## src/hw/rtl/beqp_pkg.sv

```systemverilog
package beqp_pkg;

	localparam int NUM_QUEUED = 5;
	localparam int NUM_DIRECT = 4;
	localparam int EVT_W      = 4;

	// register indexes of the configuration port
	localparam logic [1:0] CFG_POLL_PERIOD = 2'd0;
	localparam logic [1:0] CFG_OVERTAP_THR = 2'd1;
	localparam logic [1:0] CFG_OVERTAP_PCT = 2'd2;

	localparam logic [15:0] POLL_PERIOD_RST = 16'd250;
	localparam logic [8:0]  OVERTAP_THR_RST = 9'd65;
	localparam logic [6:0]  OVERTAP_PCT_RST = 7'd60;

	// one classified tick, handed from the front to the back
	typedef struct packed {
		logic [NUM_QUEUED-1:0] main_chg;
		logic [NUM_QUEUED-1:0] main_lvl;
		logic                  poll;
		logic [NUM_DIRECT-1:0] dir_chg;
		logic [NUM_DIRECT-1:0] dir_lvl;
		logic [6:0]            chance;
		logic [2:0]            pairs;
	} cmd_t;

endpackage

```

## src/hw/rtl/beqp_ram.sv

```systemverilog
module beqp_ram #(
	parameter int WIDTH = 4,
	parameter int DEPTH = 256
) (
	input  logic                     clk,
	input  logic                     we,
	input  logic [$clog2(DEPTH)-1:0] waddr,
	input  logic [WIDTH-1:0]         wdata,
	input  logic                     re,
	input  logic [$clog2(DEPTH)-1:0] raddr,
	output logic [WIDTH-1:0]         rdata
);

	logic [WIDTH-1:0] mem [DEPTH];

	always_ff @(posedge clk) begin
		if (we) begin
			mem[waddr] <= wdata;
		end
		if (re) begin
			rdata <= mem[raddr];
		end
	end

endmodule

```

## src/hw/rtl/beqp_cmdq.sv

```systemverilog
module beqp_cmdq import beqp_pkg::*; (
	input  logic clk,
	input  logic arst_n,
	input  logic push,
	input  cmd_t push_cmd,
	output logic full,
	input  logic pop,
	output logic valid,
	output cmd_t pop_cmd
);

	cmd_t       mem_q [2];
	logic       wp_q;
	logic       rp_q;
	logic [1:0] cnt_q;
	logic       do_push;
	logic       do_pop;

	assign full    = (cnt_q == 2'd2);
	assign valid   = (cnt_q != 2'd0);
	assign pop_cmd = mem_q[rp_q];
	assign do_push = push & ~full;
	assign do_pop  = pop & valid;

	always_ff @(posedge clk) begin
		if (do_push) begin
			mem_q[wp_q] <= push_cmd;
		end
	end

	always_ff @(posedge clk or negedge arst_n) begin
		if (!arst_n) begin
			wp_q  <= 1'b0;
			rp_q  <= 1'b0;
			cnt_q <= 2'd0;
		end else begin
			if (do_push) begin
				wp_q <= ~wp_q;
			end
			if (do_pop) begin
				rp_q <= ~rp_q;
			end
			case ({do_push, do_pop})
				2'b10:   cnt_q <= cnt_q + 2'd1;
				2'b01:   cnt_q <= cnt_q - 2'd1;
				default: cnt_q <= cnt_q;
			endcase
		end
	end

endmodule

```

## src/hw/rtl/beqp_front.sv

```systemverilog
module beqp_front import beqp_pkg::*; (
	input  logic                  clk,
	input  logic                  arst_n,
	input  logic                  tick_valid,
	output logic                  tick_stall,
	input  logic [NUM_QUEUED-1:0] main_levels,
	input  logic [NUM_DIRECT-1:0] extra_levels,
	input  logic [6:0]            chance,
	input  logic [2:0]            extra_pairs,
	input  logic [15:0]           poll_period,
	output logic                  cmd_push,
	output cmd_t                  cmd,
	input  logic                  cmd_full
);

	logic [NUM_QUEUED-1:0] prev_main_q;
	logic [NUM_DIRECT-1:0] prev_extra_q;
	logic [15:0]           elapsed_q;
	logic [15:0]           elapsed_inc;
	logic                  poll;

	assign tick_stall = cmd_full;
	assign cmd_push   = tick_valid & ~cmd_full;

	// saturating tick counter; a period of zero polls every tick
	assign elapsed_inc = (elapsed_q != 16'hFFFF) ? elapsed_q + 16'd1 : elapsed_q;
	assign poll        = (elapsed_inc >= poll_period);

	always_comb begin
		cmd.main_chg = main_levels ^ prev_main_q;
		cmd.main_lvl = main_levels;
		cmd.poll     = poll;
		cmd.dir_chg  = poll ? (extra_levels ^ prev_extra_q) : '0;
		cmd.dir_lvl  = extra_levels;
		cmd.chance   = chance;
		cmd.pairs    = extra_pairs;
	end

	always_ff @(posedge clk or negedge arst_n) begin
		if (!arst_n) begin
			prev_main_q  <= '0;
			prev_extra_q <= '0;
			elapsed_q    <= '0;
		end else if (cmd_push) begin
			prev_main_q <= main_levels;
			elapsed_q   <= poll ? 16'd0 : elapsed_inc;
			if (poll) begin
				prev_extra_q <= extra_levels;
			end
		end
	end

endmodule

```

## src/hw/rtl/beqp_back.sv

```systemverilog
module beqp_back import beqp_pkg::*; #(
	parameter int QUEUE_DEPTH = 256
) (
	input  logic       clk,
	input  logic       arst_n,
	input  logic       cmd_valid,
	input  cmd_t       cmd,
	output logic       cmd_pop,
	input  logic [8:0] overtap_threshold,
	input  logic [6:0] overtap_percent,
	output logic       event_valid,
	input  logic       event_stall,
	output logic [3:0] button,
	output logic       pressed,
	output logic       last
);

	localparam int AW   = $clog2(QUEUE_DEPTH);
	localparam int CW   = $clog2(QUEUE_DEPTH + 1);
	localparam int CMPW = (CW > 9) ? CW : 9;

	localparam logic [2:0] ST_IDLE = 3'd0;
	localparam logic [2:0] ST_PUSH = 3'd1;
	localparam logic [2:0] ST_RD   = 3'd2;
	localparam logic [2:0] ST_EMIT = 3'd3;
	localparam logic [2:0] ST_INJ  = 3'd4;
	localparam logic [2:0] ST_DIR  = 3'd5;
	localparam logic [2:0] ST_DONE = 3'd6;

	logic [2:0]       st_q, st_d;
	cmd_t             cmd_q;
	logic [2:0]       idx_q, idx_d;
	logic [3:0]       inj_q, inj_d;
	logic [2:0]       inj_btn_q, inj_btn_d;
	logic [AW-1:0]    head_q, head_d;
	logic [AW-1:0]    tail_q, tail_d;
	logic [CW-1:0]    cnt_q, cnt_d;
	logic             out_valid_q;
	logic [3:0]       button_q;
	logic             pressed_q;
	logic             last_q;

	logic             out_free;
	logic             emit;
	logic [3:0]       emit_btn;
	logic             emit_prs;
	logic             emit_last;
	logic             push_req;
	logic [2:0]       push_btn;
	logic             push_prs;
	logic             ram_we;
	logic             ram_re;
	logic [EVT_W-1:0] ram_rdata;
	logic             inject;
	logic [1:0]       dir_idx;

	assign out_free    = ~out_valid_q | ~event_stall;
	assign event_valid = out_valid_q;
	assign button      = button_q;
	assign pressed     = pressed_q;
	assign last        = last_q;
	assign dir_idx     = idx_q[1:0];

	// injection test uses the count left after the pop
	assign inject = ram_rdata[0]
		& (CMPW'(cnt_q - CW'(1)) > CMPW'(overtap_threshold))
		& (cmd_q.chance < overtap_percent)
		& (cmd_q.pairs != 3'd0);

	assign ram_we = push_req & (cnt_q < CW'(QUEUE_DEPTH));

	beqp_ram #(
		.WIDTH(EVT_W),
		.DEPTH(QUEUE_DEPTH)
	) u_store (
		.clk   (clk),
		.we    (ram_we),
		.waddr (tail_q),
		.wdata ({push_btn, push_prs}),
		.re    (ram_re),
		.raddr (head_q),
		.rdata (ram_rdata)
	);

	always_comb begin
		st_d      = st_q;
		idx_d     = idx_q;
		inj_d     = inj_q;
		inj_btn_d = inj_btn_q;
		head_d    = head_q;
		tail_d    = tail_q;
		cnt_d     = cnt_q;
		cmd_pop   = 1'b0;
		emit      = 1'b0;
		emit_btn  = '0;
		emit_prs  = 1'b0;
		emit_last = 1'b0;
		push_req  = 1'b0;
		push_btn  = '0;
		push_prs  = 1'b0;
		ram_re    = 1'b0;

		case (st_q)
			ST_IDLE: begin
				if (cmd_valid) begin
					cmd_pop = 1'b1;
					idx_d   = '0;
					st_d    = ST_PUSH;
				end
			end
			ST_PUSH: begin
				push_req = cmd_q.main_chg[idx_q];
				push_btn = idx_q;
				push_prs = ~cmd_q.main_lvl[idx_q];
				if (idx_q == 3'(NUM_QUEUED - 1)) begin
					idx_d = '0;
					st_d  = cmd_q.poll ? ST_RD : ST_DONE;
				end else begin
					idx_d = idx_q + 3'd1;
				end
			end
			ST_RD: begin
				if (cnt_q != '0) begin
					ram_re = 1'b1;
					st_d   = ST_EMIT;
				end else begin
					st_d = ST_DIR;
				end
			end
			ST_EMIT: begin
				if (out_free) begin
					emit      = 1'b1;
					emit_btn  = {1'b0, ram_rdata[3:1]};
					emit_prs  = ram_rdata[0];
					emit_last = (cmd_q.dir_chg == '0);
					head_d    = (head_q == AW'(QUEUE_DEPTH - 1)) ? '0 : head_q + AW'(1);
					cnt_d     = cnt_q - CW'(1);
					if (inject) begin
						inj_d     = {cmd_q.pairs, 1'b0};
						inj_btn_d = ram_rdata[3:1];
						st_d      = ST_INJ;
					end else begin
						st_d = ST_DIR;
					end
				end
			end
			ST_INJ: begin
				// release first, then press, for each pair
				push_req = 1'b1;
				push_btn = inj_btn_q;
				push_prs = inj_q[0];
				inj_d    = inj_q - 4'd1;
				if (inj_q == 4'd1) begin
					st_d = ST_DIR;
				end
			end
			ST_DIR: begin
				if (!cmd_q.dir_chg[dir_idx] || out_free) begin
					if (cmd_q.dir_chg[dir_idx]) begin
						emit      = 1'b1;
						emit_btn  = 4'(NUM_QUEUED) + {2'b00, dir_idx};
						emit_prs  = ~cmd_q.dir_lvl[dir_idx];
						emit_last = ((cmd_q.dir_chg >> (dir_idx + 2'd1)) == '0)
							|| (dir_idx == 2'(NUM_DIRECT - 1));
					end
					if (dir_idx == 2'(NUM_DIRECT - 1)) begin
						st_d = ST_DONE;
					end else begin
						idx_d = idx_q + 3'd1;
					end
				end
			end
			ST_DONE: begin
				st_d = ST_IDLE;
			end
			default: begin
				st_d = ST_IDLE;
			end
		endcase

		if (ram_we) begin
			tail_d = (tail_q == AW'(QUEUE_DEPTH - 1)) ? '0 : tail_q + AW'(1);
			cnt_d  = cnt_q + CW'(1);
		end

		// queue is flushed at the end of a tick if it is at least one short of full
		if (st_q == ST_DONE && cnt_q >= CW'(QUEUE_DEPTH - 1)) begin
			head_d = '0;
			tail_d = '0;
			cnt_d  = '0;
		end
	end

	always_ff @(posedge clk) begin
		if (cmd_pop) begin
			cmd_q <= cmd;
		end
		inj_btn_q <= inj_btn_d;
		if (emit) begin
			button_q  <= emit_btn;
			pressed_q <= emit_prs;
			last_q    <= emit_last;
		end
	end

	always_ff @(posedge clk or negedge arst_n) begin
		if (!arst_n) begin
			st_q        <= ST_IDLE;
			idx_q       <= '0;
			inj_q       <= '0;
			head_q      <= '0;
			tail_q      <= '0;
			cnt_q       <= '0;
			out_valid_q <= 1'b0;
		end else begin
			st_q        <= st_d;
			idx_q       <= idx_d;
			inj_q       <= inj_d;
			head_q      <= head_d;
			tail_q      <= tail_d;
			cnt_q       <= cnt_d;
			out_valid_q <= emit | (out_valid_q & event_stall);
		end
	end

endmodule

```

## src/hw/rtl/button_event_queue_pacer_top.sv

```systemverilog
// Button event pacer. Each accepted tick word carries sampled button levels;
// level changes on the five queued buttons go into an event ring, and on
// every poll one queued event is popped and emitted, followed by any level
// changes of the four direct buttons; "last" marks the final event of a tick.
// A two-entry command queue separates tick classification from queue work,
// so ticks are accepted while the back end is busy. The back end pushes one
// event per cycle through the single write port of the event store: a tick
// without a poll runs the push and done states; a poll also emits the head
// event if there is one, then pushes any injected events and scans the
// direct buttons. The store needs no clearing pass after reset.
module button_event_queue_pacer_top import beqp_pkg::*; #(
	parameter int QUEUE_DEPTH = 256
) (
	input  logic                  clk,
	input  logic                  arst_n,
	input  logic                  cfg_we,
	input  logic [1:0]            cfg_index,
	input  logic [15:0]           cfg_data,
	input  logic                  tick_valid,
	output logic                  tick_stall,
	input  logic [NUM_QUEUED-1:0] main_levels,
	input  logic [NUM_DIRECT-1:0] extra_levels,
	input  logic [6:0]            chance,
	input  logic [2:0]            extra_pairs,
	output logic                  event_valid,
	input  logic                  event_stall,
	output logic [3:0]            button,
	output logic                  pressed,
	output logic                  last
);

	logic [15:0] poll_period_q;
	logic [8:0]  overtap_thr_q;
	logic [6:0]  overtap_pct_q;
	logic        cmd_push;
	cmd_t        cmd_in;
	logic        cmd_full;
	logic        cmd_pop;
	logic        cmd_valid;
	cmd_t        cmd_out;

	always_ff @(posedge clk or negedge arst_n) begin
		if (!arst_n) begin
			poll_period_q <= POLL_PERIOD_RST;
			overtap_thr_q <= OVERTAP_THR_RST;
			overtap_pct_q <= OVERTAP_PCT_RST;
		end else if (cfg_we) begin
			case (cfg_index)
				CFG_POLL_PERIOD: poll_period_q <= cfg_data;
				CFG_OVERTAP_THR: overtap_thr_q <= cfg_data[8:0];
				CFG_OVERTAP_PCT: overtap_pct_q <= cfg_data[6:0];
				default: begin
				end
			endcase
		end
	end

	beqp_front u_front (
		.clk          (clk),
		.arst_n       (arst_n),
		.tick_valid   (tick_valid),
		.tick_stall   (tick_stall),
		.main_levels  (main_levels),
		.extra_levels (extra_levels),
		.chance       (chance),
		.extra_pairs  (extra_pairs),
		.poll_period  (poll_period_q),
		.cmd_push     (cmd_push),
		.cmd          (cmd_in),
		.cmd_full     (cmd_full)
	);

	beqp_cmdq u_cmdq (
		.clk      (clk),
		.arst_n   (arst_n),
		.push     (cmd_push),
		.push_cmd (cmd_in),
		.full     (cmd_full),
		.pop      (cmd_pop),
		.valid    (cmd_valid),
		.pop_cmd  (cmd_out)
	);

	beqp_back #(
		.QUEUE_DEPTH(QUEUE_DEPTH)
	) u_back (
		.clk               (clk),
		.arst_n            (arst_n),
		.cmd_valid         (cmd_valid),
		.cmd               (cmd_out),
		.cmd_pop           (cmd_pop),
		.overtap_threshold (overtap_thr_q),
		.overtap_percent   (overtap_pct_q),
		.event_valid       (event_valid),
		.event_stall       (event_stall),
		.button            (button),
		.pressed           (pressed),
		.last              (last)
	);

endmodule
```

## config.mk

```make
export PLATFORM = sky130hd
export DESIGN_NAME = button_event_queue_pacer_top
export DESIGN_NICKNAME = d
export VERILOG_FILES = /design/src/hw/rtl/beqp_pkg.sv /design/src/hw/rtl/beqp_ram.sv /design/src/hw/rtl/beqp_cmdq.sv /design/src/hw/rtl/beqp_front.sv /design/src/hw/rtl/beqp_back.sv /design/src/hw/rtl/button_event_queue_pacer_top.sv
export SDC_FILE = /design/constraint.sdc
export NUM_CORES = 1
export LEC_CHECK = 0
export BUFFER_PORTS_ARGS = -buffer_cell sky130_fd_sc_hd__buf_2
export CAP_MARGIN = 30
export CORE_MARGIN = 1.5
export CORE_UTILIZATION = 40
export CTS_CLUSTER_DIAMETER = 40
export CTS_CLUSTER_SIZE = 14
export DETAILED_ROUTE_END_ITERATION = 6
export PLACE_DENSITY = 0.63
export RECOVER_POWER = 100
export SLEW_MARGIN = 10
export SYNTH_ARGS = -nofsm -noshare
export SYNTH_HDL_FRONTEND = slang
export SYNTH_HIERARCHICAL = 1
export SYNTH_SLANG_ARGS = --single-unit
export TNS_END_PERCENT = 30
```

## constraint.sdc

```tcl
create_clock -name clk -period 11.5 [get_ports clk]
set_clock_uncertainty 0.1 [all_clocks]
set_input_delay 1.15 -clock clk [delete_from_list [all_inputs] [get_ports clk]]
set_output_delay 1.15 -clock clk [all_outputs]
set_load 0.05 [all_outputs]
```

==> flow_summary.yaml, run 1 <==
outcome:
  outcome: "finished, violations left"
  failed_checks: "capacitance limit, slew limit"
clock_network:
  cts.repair_timing.setup_buffer_count: 0
  clock-sinks: 1221
  postCtsHoldBufs: 0
  post_cts_resize_count: 0
  root_buffer: "sky130_fd_sc_hd__clkbuf_16"
  insertion_delay_of_the_later_clocked_pin_in_the_worst_skew_pair_ns: 0.76
  numCtsBuffers: 147
  cts_tree: "yes"
  cts.clk_slew.worst_paths_ns: 0.06
  clock_path_buffers: 3
  cts_htree_levels: 4
drt:
  routed-via-count: 26497
  routed_wirelength_microns: 117000
  drtPass1Iterations: 5
  route.antenna.remaining_nets: 0
  first_iter_violations: 2728
  avgRoutedWirePerCell_microns: 24.7
  via_per_inst: 5.59
  drc: 0
synthesis:
  yosys_warnings: 6
  combinational_family_with_the_most_area_after_synthesis: "multiplexers"
  syn_area_per_cell_sq_um: 17.5
  synth.ff_latch_count: 1221
  yosys.area_share.adder_pct: 1.04
  synth_nets: 2973
  simple_gate_share_of_the_synthesized_area_pct: 6.33
  synth.lib_cells_used.distinct: 83
  syn-instance-count: 2889
  yosys-mux-area-fraction_pct: 14.3
  fraction_of_the_mapped_netlist_area_in_compound_gates_pct: 3.62
  synth.cell_area_sq_mm: 0.0505
  yosys.area_share.xor_xnor_pct: 0.521
  synth.yosys.seq_area_share_pct: 71.7
  async_reset_ff_share_pct: 7.94
  synth_flop_cell: "sky130_fd_sc_hd__edfxtp_1"
  synth_edf_count: 1124
cells_and_area:
  num_antenna_cells: 0
  instances_no_fill: 4737
  postLayoutCellArea_sq_mm: 0.0573
  signed_area_change_from_the_synthesized_netlist_to_the_final_layout_pct: 13.4
  layout.cells.most_common_list: "sky130_fd_sc_hd__edfxtp_1 (1124), sky130_fd_sc_hd__nor2_1 (311), sky130_fd_sc_hd__mux4_2 (251), sky130_fd_sc_hd__clkbuf_16 (152), sky130_fd_sc_hd__nand2_1 (134)"
  fin_nets: 3050
  n_fill_cell: 10598
  most_frequent_standard_cell_in_the_layout_excluding_fill_and_tap_cells: "sky130_fd_sc_hd__edfxtp_1"
  register_cell_area_after_layout_sq_mm: 0.0362
  final_layout_size_suffix_gt1_share_pct: 21.1
  multi_input_area_sq_mm: 0.0130
run:
  cap_violations: 22
timing:
  final_max_slew_viol_count: 885
  slew_headroom_pct: -155
  tightest_slew_ns: 3.83
  setup_slack_ns: 3.87
  tns_ns: 0
  fmax_mhz: 131
  rsz_0062_raised_after_global_routing: "false"
  timing.final.setup_violations: 0
  timing.final.crit_share_pct: 66.4
  min_period_ns: 7.63
  final_hold_viol_count: 0
floorplanning:
  die-area_sq_mm: 0.128
  top_level_ports: 50
  coreArea_sq_mm: 0.125
  initial_utilization_pct: 40.2
  num_rows: 130
  die_h_microns: 358
  die_width_microns: 358
power:
  static-leakage-power_nw: 18.3
  design_power_total_w: 0.0135
  vdd_drop_max_v: 0.000165
  pwr_density_cell_mw_per_mm2: 236
setup_path:
  crit_path_end_kind: "flip-flop"
  path_class: "reg -> reg"
  worst-endpoint-arrival_ns: 7.99
  timing.critical_path.required_ns: 11.86
  setup.worst_path.start_class: "flip-flop"
  crit_fanout: 55
  worst_setup_path_startpoint: "u_back/head_q[1]$_DFFE_PN0P_"
  worstReg2RegStart: "u_back/head_q[1]$_DFFE_PN0P_"
global_route:
  grt_max_degree: 121
  wire_length_of_the_first_global_routing_pass_microns: 177000
  gr-usage-all-layers_pct: 18.6
  congestion_overflow_gr: 0
  number_of_antenna_violations_at_the_first_check_in_global_routing: 1
  number_of_global_route_vias_before_repair: 27000
placed_design:
  placed_inst_area_sq_mm: 0.0523
  hpwl_microns: 71600
  placedCellCount: 4459
  gp_congestion: 0.812
  place_ws_ns: 7.07
  numPortBuffers: 49
worst_hold_path:
  min_path_type: "reg -> reg"
  hold_path_startpoint: "u_front/prev_main_q[0]$_DFFE_PN0P_"
==> layer usage <==
metal	routed length [microns]	global-route usage, %	vias to the layer above	part of all wire (%)
met5	13	0	-	0.011
met4	2940	6.02	2	2.5
met3	7140	3.16	196	6.1
met2	58200	30.5	962	50
met1	48600	25.2	13736	42
li1	-	-	11601	-
==> per-stage QoR <==
step	hold WS [ns]	utilization, %
after CTS	0.283	45.7
after floorplan	0.326	-
after global placement	0.377	41.7
after global routing	0.416	45.7
final	0.396	45.7
after detailed placement	0.386	41.7
==> critical path, stage by stage, from the launching register on <==
cell and delay, ns:
sky130_fd_sc_hd__dfrtp_1 2.23, sky130_fd_sc_hd__clkbuf_1 2.48, sky130_fd_sc_hd__mux4_2 0.50, sky130_fd_sc_hd__nor2b_1 0.16, sky130_fd_sc_hd__a211oi_1 0.36, sky130_fd_sc_hd__a2111oi_0 0.20
sky130_fd_sc_hd__nor4_1 0.94, sky130_fd_sc_hd__o211ai_1 0.26
==> synth_stat cells, types with 36 or more instances <==
| library cell | count | area [sq um] |
|---|---|---|
| sky130_fd_sc_hd__a21oi_1 | 43 | 215 |
| sky130_fd_sc_hd__a22oi_1 | 36 | 270 |
| sky130_fd_sc_hd__clkbuf_1 | 79 | 297 |
| sky130_fd_sc_hd__dfrtp_1 | 85 | 2130 |
| sky130_fd_sc_hd__edfxtp_1 | 1124 | 33800 |
| sky130_fd_sc_hd__ha_1 | 42 | 526 |
| sky130_fd_sc_hd__inv_1 | 56 | 210 |
| sky130_fd_sc_hd__mux2_2 | 73 | 822 |
| sky130_fd_sc_hd__mux2i_1 | 71 | 711 |
| sky130_fd_sc_hd__mux4_2 | 251 | 5650 |
| sky130_fd_sc_hd__nand2_1 | 134 | 503 |
| sky130_fd_sc_hd__nand3_1 | 70 | 350 |
| sky130_fd_sc_hd__nor2_1 | 315 | 1180 |
| sky130_fd_sc_hd__o21ai_0 | 37 | 185 |
==> sequential cells by signal, summed over array words and instances (netlist names), 3 cells and up <==
name and cells:
u_back/st_q 3, u_back/u_store/rdata 4, u_back/inj_q 4, u_front/prev_extra_q 4, overtap_pct_q 7, u_front/prev_main_q 5, poll_period_q 16, u_back/inj_btn_q 3
u_back/idx_q 3, u_back/cmd_q 29, u_cmdq/mem_q 58, u_back/tail_q 8, u_back/u_store/mem 1024, u_front/elapsed_q 16, overtap_thr_q 9, u_back/head_q 8
u_back/button 4, u_back/cnt_q 9
==> worst paths after layout <==
check / to / slack [ns] / cells after the start
setup reg to reg: u_back/u_store/rdata[1]$_DFFE_PP_ / 3.87 / 7
max in group asynchronous: u_back/head_q[0]$_DFFE_PN0P_ / 5.84 / 2
hold / removal: u_front/prev_main_q[0]$_DFFE_PN0P_ / 0.40 / 2
hold reg to reg: u_front/prev_main_q[0]$_DFFE_PN0P_ / 0.40 / 2
min in group asynchronous: poll_period_q[12]$_DFFE_PN0P_ / 1.15 / 1
setup / recovery: u_back/u_store/rdata[1]$_DFFE_PP_ / 3.87 / 7
==> layout make-up <==
cell class / count / area share [%]
multi-input combinational: 1430 / 22.8
clock buffer: 159 / 6.69
clock inverter: 111 / 2.18
inverter: 60 / 0.393
tap: 1650 / 3.61
timing repair buffer: 106 / 1.14
sequential: 1221 / 63.2
==> cells by family (layout without fill, tap and decap cells) <==
family	Yosys count	in the layout
fa+ha+maj	42	42
mux	397	397
buf+inv	238	436
xor+xnor	30	30
simple gates	696	696
compound gates	265	265
flops	1221	1221
==> where the power goes <==
part	total, W	internal (W)	switching, W
combinational	0.00297	0.00123	0.00174
sequential	0.00580	0.00556	0.000237
clock	0.00475	0.00283	0.00192
Note: power is estimated with default switching activity, not from simulation.
==> run 2: changes to the inputs <==
--- a/config.mk
+++ b/config.mk
@@ -12,7 +12,7 @@
 export CTS_CLUSTER_DIAMETER = 40
 export CTS_CLUSTER_SIZE = 14
 export DETAILED_ROUTE_END_ITERATION = 6
-export PLACE_DENSITY = 0.63
+export PLACE_DENSITY = 0.65
 export RECOVER_POWER = 100
 export SLEW_MARGIN = 10
 export SYNTH_ARGS = -nofsm -noshare
==> constraint.sdc (replaced) <==
create_clock -name clk -period 6.9 [get_ports clk]
set_clock_uncertainty 0.1 [all_clocks]
set_input_delay 0.69 -clock clk [delete_from_list [all_inputs] [get_ports clk]]
set_output_delay 0.69 -clock clk [all_outputs]
set_load 0.05 [all_outputs]
==> run 2 against run 1 <==
  * The run still ends with capacitance limit, slew limit left
  * Die area is the same
  * Via count grew 0.38%
  * Highest routed layer unchanged
  * Sequential share of layout area grew 0.10 points
  * Sequential cell count is the same
  * Worst hold slack worse by 0.33 ns
  * Clock-buffer cell count decreased by 1
  * Fmax rose by 38%
  * Setup slack worse by 2.5 ns
  * Critical path type unchanged
  * Routed wire length decreased by 0.21%
  * Global-route usage decreased by 0.19 points
  * Clock power grew 60%
  * Combinational power grew 64%
==> flow_summary.yaml, run 2 (synthesis results as in run 1) <==
outcome:
  outcome: "finished, violations left"
  failed_checks: "capacitance limit, slew limit"
setup_path:
  critical_path_cell_count: 8
  top_cell_family_by_delay_on_the_critical_path: "flip-flops"
  crit_path_end_kind: "flip-flop"
  setup.worst_path.start_class: "flip-flop"
  r2r_cells: 8
  timing.critical_path.required_ns: 7.26
  worst_setup_path_startpoint: "u_back/head_q[1]$_DFFE_PN0P_"
  timing.critical_path.buf_inv: 2
  crit_fanout: 53
  worstReg2RegStart: "u_back/head_q[1]$_DFFE_PN0P_"
  worst_path_max_delay_cell: "sky130_fd_sc_hd__dfrtp_1"
  regToRegSetupSlack_ns: 1.37
  path_class: "reg -> reg"
  timing.critical_path.cells: "buf_4 -> mux4_2 -> nor2b_1 -> a211oi_1 -> a2111oi_0 -> clkbuf_1 -> nor4_1 -> o211ai_1"
  worst-endpoint-arrival_ns: 5.89
  timing.rr.end: "u_back/u_store/rdata[0]$_DFFE_PP_"
  cp_max_stage_delay_ns: 2.14
  endpoint: "u_back/u_store/rdata[0]$_DFFE_PP_"
timing:
  rsz_0062_raised_after_global_routing: "false"
  tightest_slew_ns: 3.42
  fmax_mhz: 181
  min_period_ns: 5.53
  final_max_slew_viol_count: 673
  timing.final.crit_share_pct: 80.2
  slew_headroom_pct: -128
  timing.final.setup_violations: 0
  final_hold_viol_count: 0
  tns_ns: 0
  final_hold_slack_ns: 0.0689
drt:
  via_per_inst: 5.62
  avgRoutedWirePerCell_microns: 24.6
  routed-via-count: 26598
  first_iter_violations: 3207
  routed_wirelength_microns: 117000
  route.antenna.remaining_nets: 0
  drc: 0
  drtPass1Iterations: 6
floorplanning:
  num_rows: 130
  initial_utilization_pct: 40.2
  die_width_microns: 358
  coreArea_sq_mm: 0.125
  die-area_sq_mm: 0.128
  die_h_microns: 358
  top_level_ports: 50
clock_network:
  cts_tree: "yes"
  postCtsHoldBufs: 9
  cts.repair_timing.setup_buffer_count: 0
  insertion_delay_of_the_later_clocked_pin_in_the_worst_skew_pair_ns: 0.75
  clock_path_buffers: 3
  cts_htree_levels: 4
  cts.clk_slew.worst_paths_ns: 0.06
  clock-sinks: 1221
  post_cts_resize_count: 0
  root_buffer: "sky130_fd_sc_hd__clkbuf_16"
  numCtsBuffers: 144
global_route:
  number_of_antenna_violations_at_the_first_check_in_global_routing: 6
  number_of_global_route_vias_before_repair: 26907
  wire_length_of_the_first_global_routing_pass_microns: 174000
  grt_max_degree: 190
  gr-usage-all-layers_pct: 18.4
  congestion_overflow_gr: 0
placed_design:
  placedCellCount: 4463
  gp_congestion: 0.813
  hpwl_microns: 70700
  placed_inst_area_sq_mm: 0.0524
  numPortBuffers: 49
cells_and_area:
  largestRegisters: "u_back/u_store/mem (1024), u_cmdq/mem_q (58), u_back/cmd_q (29)"
  top_register: "u_back/u_store/mem"
  instances_no_fill: 4733
  fin_nets: 3055
  multi_input_area_sq_mm: 0.0131
  register_cell_area_after_layout_sq_mm: 0.0362
  final_layout_size_suffix_gt1_share_pct: 21.2
  most_frequent_standard_cell_in_the_layout_excluding_fill_and_tap_cells: "sky130_fd_sc_hd__edfxtp_1"
  signed_area_change_from_the_synthesized_netlist_to_the_final_layout_pct: 13.2
  layout.cells.most_common_list: "sky130_fd_sc_hd__edfxtp_1 (1124), sky130_fd_sc_hd__nor2_1 (313), sky130_fd_sc_hd__mux4_2 (251), sky130_fd_sc_hd__clkbuf_16 (145), sky130_fd_sc_hd__nand2_1 (134)"
  postLayoutCellArea_sq_mm: 0.0572
  largest_reg_flops: 1024
  n_fill_cell: 10609
power:
  pwr_density_cell_mw_per_mm2: 387
  vdd_drop_max_v: 0.000365
  static-leakage-power_nw: 18.3
  design_power_total_w: 0.0221
worst_hold_path:
  min_path_type: "in -> reg"
  hold_path_startpoint: "cfg_data[13]"
run:
  cap_violations: 12
==> run 2: cell types whose count changed in the layout (fill, tap and decap cells not counted), moves of 6 or more <==
cell	change
sky130_fd_sc_hd__buf_4	+12
sky130_fd_sc_hd__clkbuf_1	-14
sky130_fd_sc_hd__bufinv_16	-6
sky130_fd_sc_hd__clkbuf_16	-7
sky130_fd_sc_hd__dlygate4sd3_1	+9
sky130_fd_sc_hd__inv_6	-6
sky130_fd_sc_hd__clkinvlp_4	-7
==> run 2: report_power, final <==
group / leakage, nW / internal (W) / switching, W
logic: 4.54 / 0.00199 / 0.00288
clock network: 2.34 / 0.00438 / 0.00319
registers: 11.4 / 0.00927 / 0.000394
==> run 2: metal layers <==
metal	vias to the layer above	part of all wire (%)	GRT usage, %
li1	11598	-	-
met1	13701	41	25.4
met2	1100	47	28.5
met3	197	8.9	4.40
met4	2	2.8	6.38
met5	-	0.012	0
==> run 2: worst min path at each step <==
stage	endpoint	slack (ns)	cells after the start
3_5_place_dp	u_front/prev_main_q[2]$_DFFE_PN0P_	0.38	2
4_1_cts	u_cmdq/mem_q[1][6]$_DFFE_PP_	0.0004	1
3_3_place_gp	u_front/prev_main_q[0]$_DFFE_PN0P_	0.38	2
6_report	poll_period_q[13]$_DFFE_PN0P_	0.07	2
5_1_grt	poll_period_q[10]$_DFFE_PN0P_	0.03	2
2_1_floorplan	overtap_pct_q[0]$_DFFE_PN0P_	0.29	0
==> run 2: final cells by class <==
| class | count | share of cell area (%) |
|---|---|---|
| inverter | 60 | 0.394 |
| sequential | 1221 | 63.3 |
| clock buffer | 158 | 6.50 |
| multi-input combinational | 1430 | 22.8 |
| tap | 1650 | 3.61 |
| antenna | 2 | 0.00876 |
| clock inverter | 98 | 1.97 |
| timing repair buffer | 114 | 1.35 |
==> run 2: per-stage QoR <==
stage / utilization [%] / setup WS (ns)
floorplan: - / 1.06
global placement: 41.7 / 2.22
detailed placement: 41.8 / 2.75
CTS: 45.7 / 2.71
global route: 45.6 / 1.23
finish: 45.6 / 1.37
==> run 3: changes to the inputs <==
--- a/config.mk
+++ b/config.mk
@@ -12,7 +12,7 @@
 export CTS_CLUSTER_DIAMETER = 40
 export CTS_CLUSTER_SIZE = 14
 export DETAILED_ROUTE_END_ITERATION = 6
-export PLACE_DENSITY = 0.65
+export PLACE_DENSITY = 0.63
 export RECOVER_POWER = 100
 export SLEW_MARGIN = 10
 export SYNTH_ARGS = -nofsm -noshare
==> constraint.sdc (replaced) <==
create_clock -name clk -period 5.4 [get_ports clk]
set_clock_uncertainty 0.1 [all_clocks]
set_input_delay 0.54 -clock clk [delete_from_list [all_inputs] [get_ports clk]]
set_output_delay 0.54 -clock clk [all_outputs]
set_load 0.05 [all_outputs]
==> run 3 against run 2 <==
  * The run still ends with capacitance limit, slew limit left
  * Non-clock buffer count increased by 48
  * Design area increased by 1.5%
  * Register-to-register slack got worse by 0.64 ns
  * Clock-buffer cell count increased by 1
  * Via count increased by 0.85%
  * Clock power increased by 36%
  * Critical path type unchanged
  * Largest power group unchanged
  * Highest routed layer is now met4
==> flow_summary.yaml, run 3 (synthesis results as in run 1) <==
cells_and_area:
  most_frequent_standard_cell_in_the_layout_excluding_fill_and_tap_cells: "sky130_fd_sc_hd__edfxtp_1"
  final_layout_size_suffix_gt1_share_pct: 21.8
  top_register: "u_back/u_store/mem"
  largestRegisters: "u_back/u_store/mem (1024), u_cmdq/mem_q (58), u_back/cmd_q (29)"
  signed_area_change_from_the_synthesized_netlist_to_the_final_layout_pct: 15.0
  fin_nets: 3108
  layout.cells.most_common_list: "sky130_fd_sc_hd__edfxtp_1 (1124), sky130_fd_sc_hd__nor2_1 (314), sky130_fd_sc_hd__mux4_2 (251), sky130_fd_sc_hd__clkbuf_16 (149), sky130_fd_sc_hd__nand2_1 (134)"
  largest_reg_flops: 1024
  postLayoutCellArea_sq_mm: 0.0580
global_route:
  number_of_global_route_vias_before_repair: 27476
  wire_length_of_the_first_global_routing_pass_microns: 176000
  grt_max_degree: 143
  number_of_antenna_violations_at_the_first_check_in_global_routing: 1
  gr-usage-all-layers_pct: 18.5
  congestion_overflow_gr: 0
placed_design:
  gp_congestion: 0.875
  placed_inst_area_sq_mm: 0.0525
  hpwl_microns: 72300
  numPortBuffers: 49
drt:
  drc: 0
  route.antenna.remaining_nets: 0
  routed_wirelength_microns: 117000
  drtPass1Iterations: 7
  first_iter_violations: 2695
  via_per_inst: 5.59
  routed-via-count: 26825
  avgRoutedWirePerCell_microns: 24.5
timing:
  final_max_slew_viol_count: 334
  timing.final.crit_share_pct: 86.5
  fmax_mhz: 214
  rsz_0062_raised_after_global_routing: "false"
  slew_headroom_pct: -64.2
  final_hold_viol_count: 0
  timing.final.setup_violations: 0
  tightest_slew_ns: 2.45
  min_period_ns: 4.67
setup_path:
  crit_fanout: 28
  timing.critical_path.buf_inv: 3
  worst_path_max_delay_cell: "sky130_fd_sc_hd__nand3_1"
  crit_top_cell: "sky130_fd_sc_hd__clkbuf_1"
  timing.critical_path.required_ns: 5.71
  timing.critical_path.cells: "nor2b_1 -> o31a_2 -> o21ai_0 -> clkbuf_1 -> inv_1 -> nand3_1 -> clkbuf_1 -> nor2_1"
  path_class: "reg -> reg"
  cp_max_stage_delay_ns: 0.74
  timing.rr.end: "u_back/u_store/mem[180][2]$_DFFE_PP_"
  regToRegSetupSlack_ns: 0.73
  worst-endpoint-arrival_ns: 4.97
  worstReg2RegStart: "u_back/st_q[0]$_DFFE_PN0P_"
  setup.worst_path.start_class: "flip-flop"
  top_cell_family_by_delay_on_the_critical_path: "simple AND/OR/NAND/NOR gates"
  r2r_cells: 8
  crit_path_end_kind: "flip-flop"
outcome:
  outcome: "finished, violations left"
  failed_checks: "capacitance limit, slew limit"
clock_network:
  post_cts_resize_count: 0
  root_buffer: "sky130_fd_sc_hd__clkbuf_16"
  postCtsHoldBufs: 37
  cts.clk_slew.worst_paths_ns: 0.06
  cts_htree_levels: 4
  clock_path_buffers: 3
  numCtsBuffers: 149
  cts_tree: "yes"
  clock-sinks: 1221
  cts.repair_timing.setup_buffer_count: 0
  insertion_delay_of_the_later_clocked_pin_in_the_worst_skew_pair_ns: 0.78
floorplanning:
  coreArea_sq_mm: 0.125
  die_width_microns: 358
  top_level_ports: 50
  num_rows: 130
  die-area_sq_mm: 0.128
  initial_utilization_pct: 40.2
  die_h_microns: 358
worst_hold_path:
  min_path_type: "in -> async"
power:
  vdd_drop_max_v: 0.000468
  design_power_total_w: 0.0290
  pwr_density_cell_mw_per_mm2: 500
  static-leakage-power_nw: 18.7
run:
  cap_violations: 11
[run 3: changes by cell type in the layout (fill, tap and decap cells not counted), moves of 4 or more]
cell,change
sky130_fd_sc_hd__bufinv_16,+7
sky130_fd_sc_hd__buf_2,-5
sky130_fd_sc_hd__clkinv_4,+8
sky130_fd_sc_hd__clkinvlp_4,+9
sky130_fd_sc_hd__clkinv_2,-4
sky130_fd_sc_hd__clkbuf_16,+4
sky130_fd_sc_hd__dlygate4sd3_1,+28
sky130_fd_sc_hd__buf_4,+16
[run 3: per-layer routing]
| layer | vias up | share of wire [%] | GRT usage (%) |
|---|---|---|---|
| met5 | - | 0 | 0 |
| met4 | 0 | 2.6 | 6.22 |
| met3 | 191 | 6.4 | 3.42 |
| met2 | 867 | 49 | 30.0 |
| met1 | 14042 | 42 | 25.3 |
| li1 | 11725 | - | - |
[run 3: final cells by class]
type | count | area, sq um
Antenna cell | 1 | 2.50
Clock buffer | 159 | 3780
Clock inverter | 116 | 1500
Fill cell | 10491 | 67400
Inverter | 60 | 225
Multi-Input combinational cell | 1430 | 13000
Sequential cell | 1221 | 36200
Tap cell | 1650 | 2060
Timing Repair Buffer | 162 | 1230
[run 3: report_power, final]
group / switching, W / internal (W) / leakage [nW]
sequential: 0.000544 / 0.0118 / 11.4
combinational: 0.00373 / 0.00259 / 4.77
clock: 0.00426 / 0.00609 / 2.50
total: 0.00853 / 0.0205 / 18.7
[run 3: worst reg2reg max path: stages (launching register included)]
cell and delay [ns]:
sky130_fd_sc_hd__dfrtp_1 0.55, sky130_fd_sc_hd__nor2b_1 0.48, sky130_fd_sc_hd__o31a_2 0.32, sky130_fd_sc_hd__o21ai_0 0.09, sky130_fd_sc_hd__clkbuf_1 0.28, sky130_fd_sc_hd__inv_1 0.72
sky130_fd_sc_hd__nand3_1 0.75, sky130_fd_sc_hd__clkbuf_1 0.52, sky130_fd_sc_hd__nor2_1 0.49
[run 3: worst max-delay path by stage]
stage	startpoint	to	slack, ns	cells after the start
floorplan	u_back/st_q[2]$_DFFE_PN0P_	u_back/u_store/mem[0][1]$_DFFE_PP_	-0.41	5
global placement	u_front/elapsed_q[6]$_DFFE_PN0P_	u_cmdq/mem_q[0][15]$_DFFE_PP_	1.32	10
detailed placement	u_front/elapsed_q[6]$_DFFE_PN0P_	u_front/elapsed_q[10]$_DFFE_PN0P_	1.32	10
CTS	u_front/elapsed_q[6]$_DFFE_PN0P_	u_front/elapsed_q[2]$_DFFE_PN0P_	1.30	10
global route	u_back/st_q[0]$_DFFE_PN0P_	u_back/u_store/mem[180][2]$_DFFE_PP_	0.56	8
finish	u_back/st_q[0]$_DFFE_PN0P_	u_back/u_store/mem[180][2]$_DFFE_PP_	0.73	8
[run 3: per-stage QoR]
step | util, % | hold WS [ns] | setup slack (ns) | cells | TNS, ns
after detailed placement | 41.9 | 0.378 | 1.32 | 4482 | 0
after CTS | 46.4 | 0.100 | 1.30 | 4794 | 0
after global placement | 41.9 | 0.377 | 1.32 | 4478 | 0
final | 46.3 | 0.244 | 0.732 | 4799 | 0
after floorplan | - | 0.144 | -0.415 | 2889 | -318.46
after global routing | 46.3 | 0.256 | 0.561 | 4798 | 0
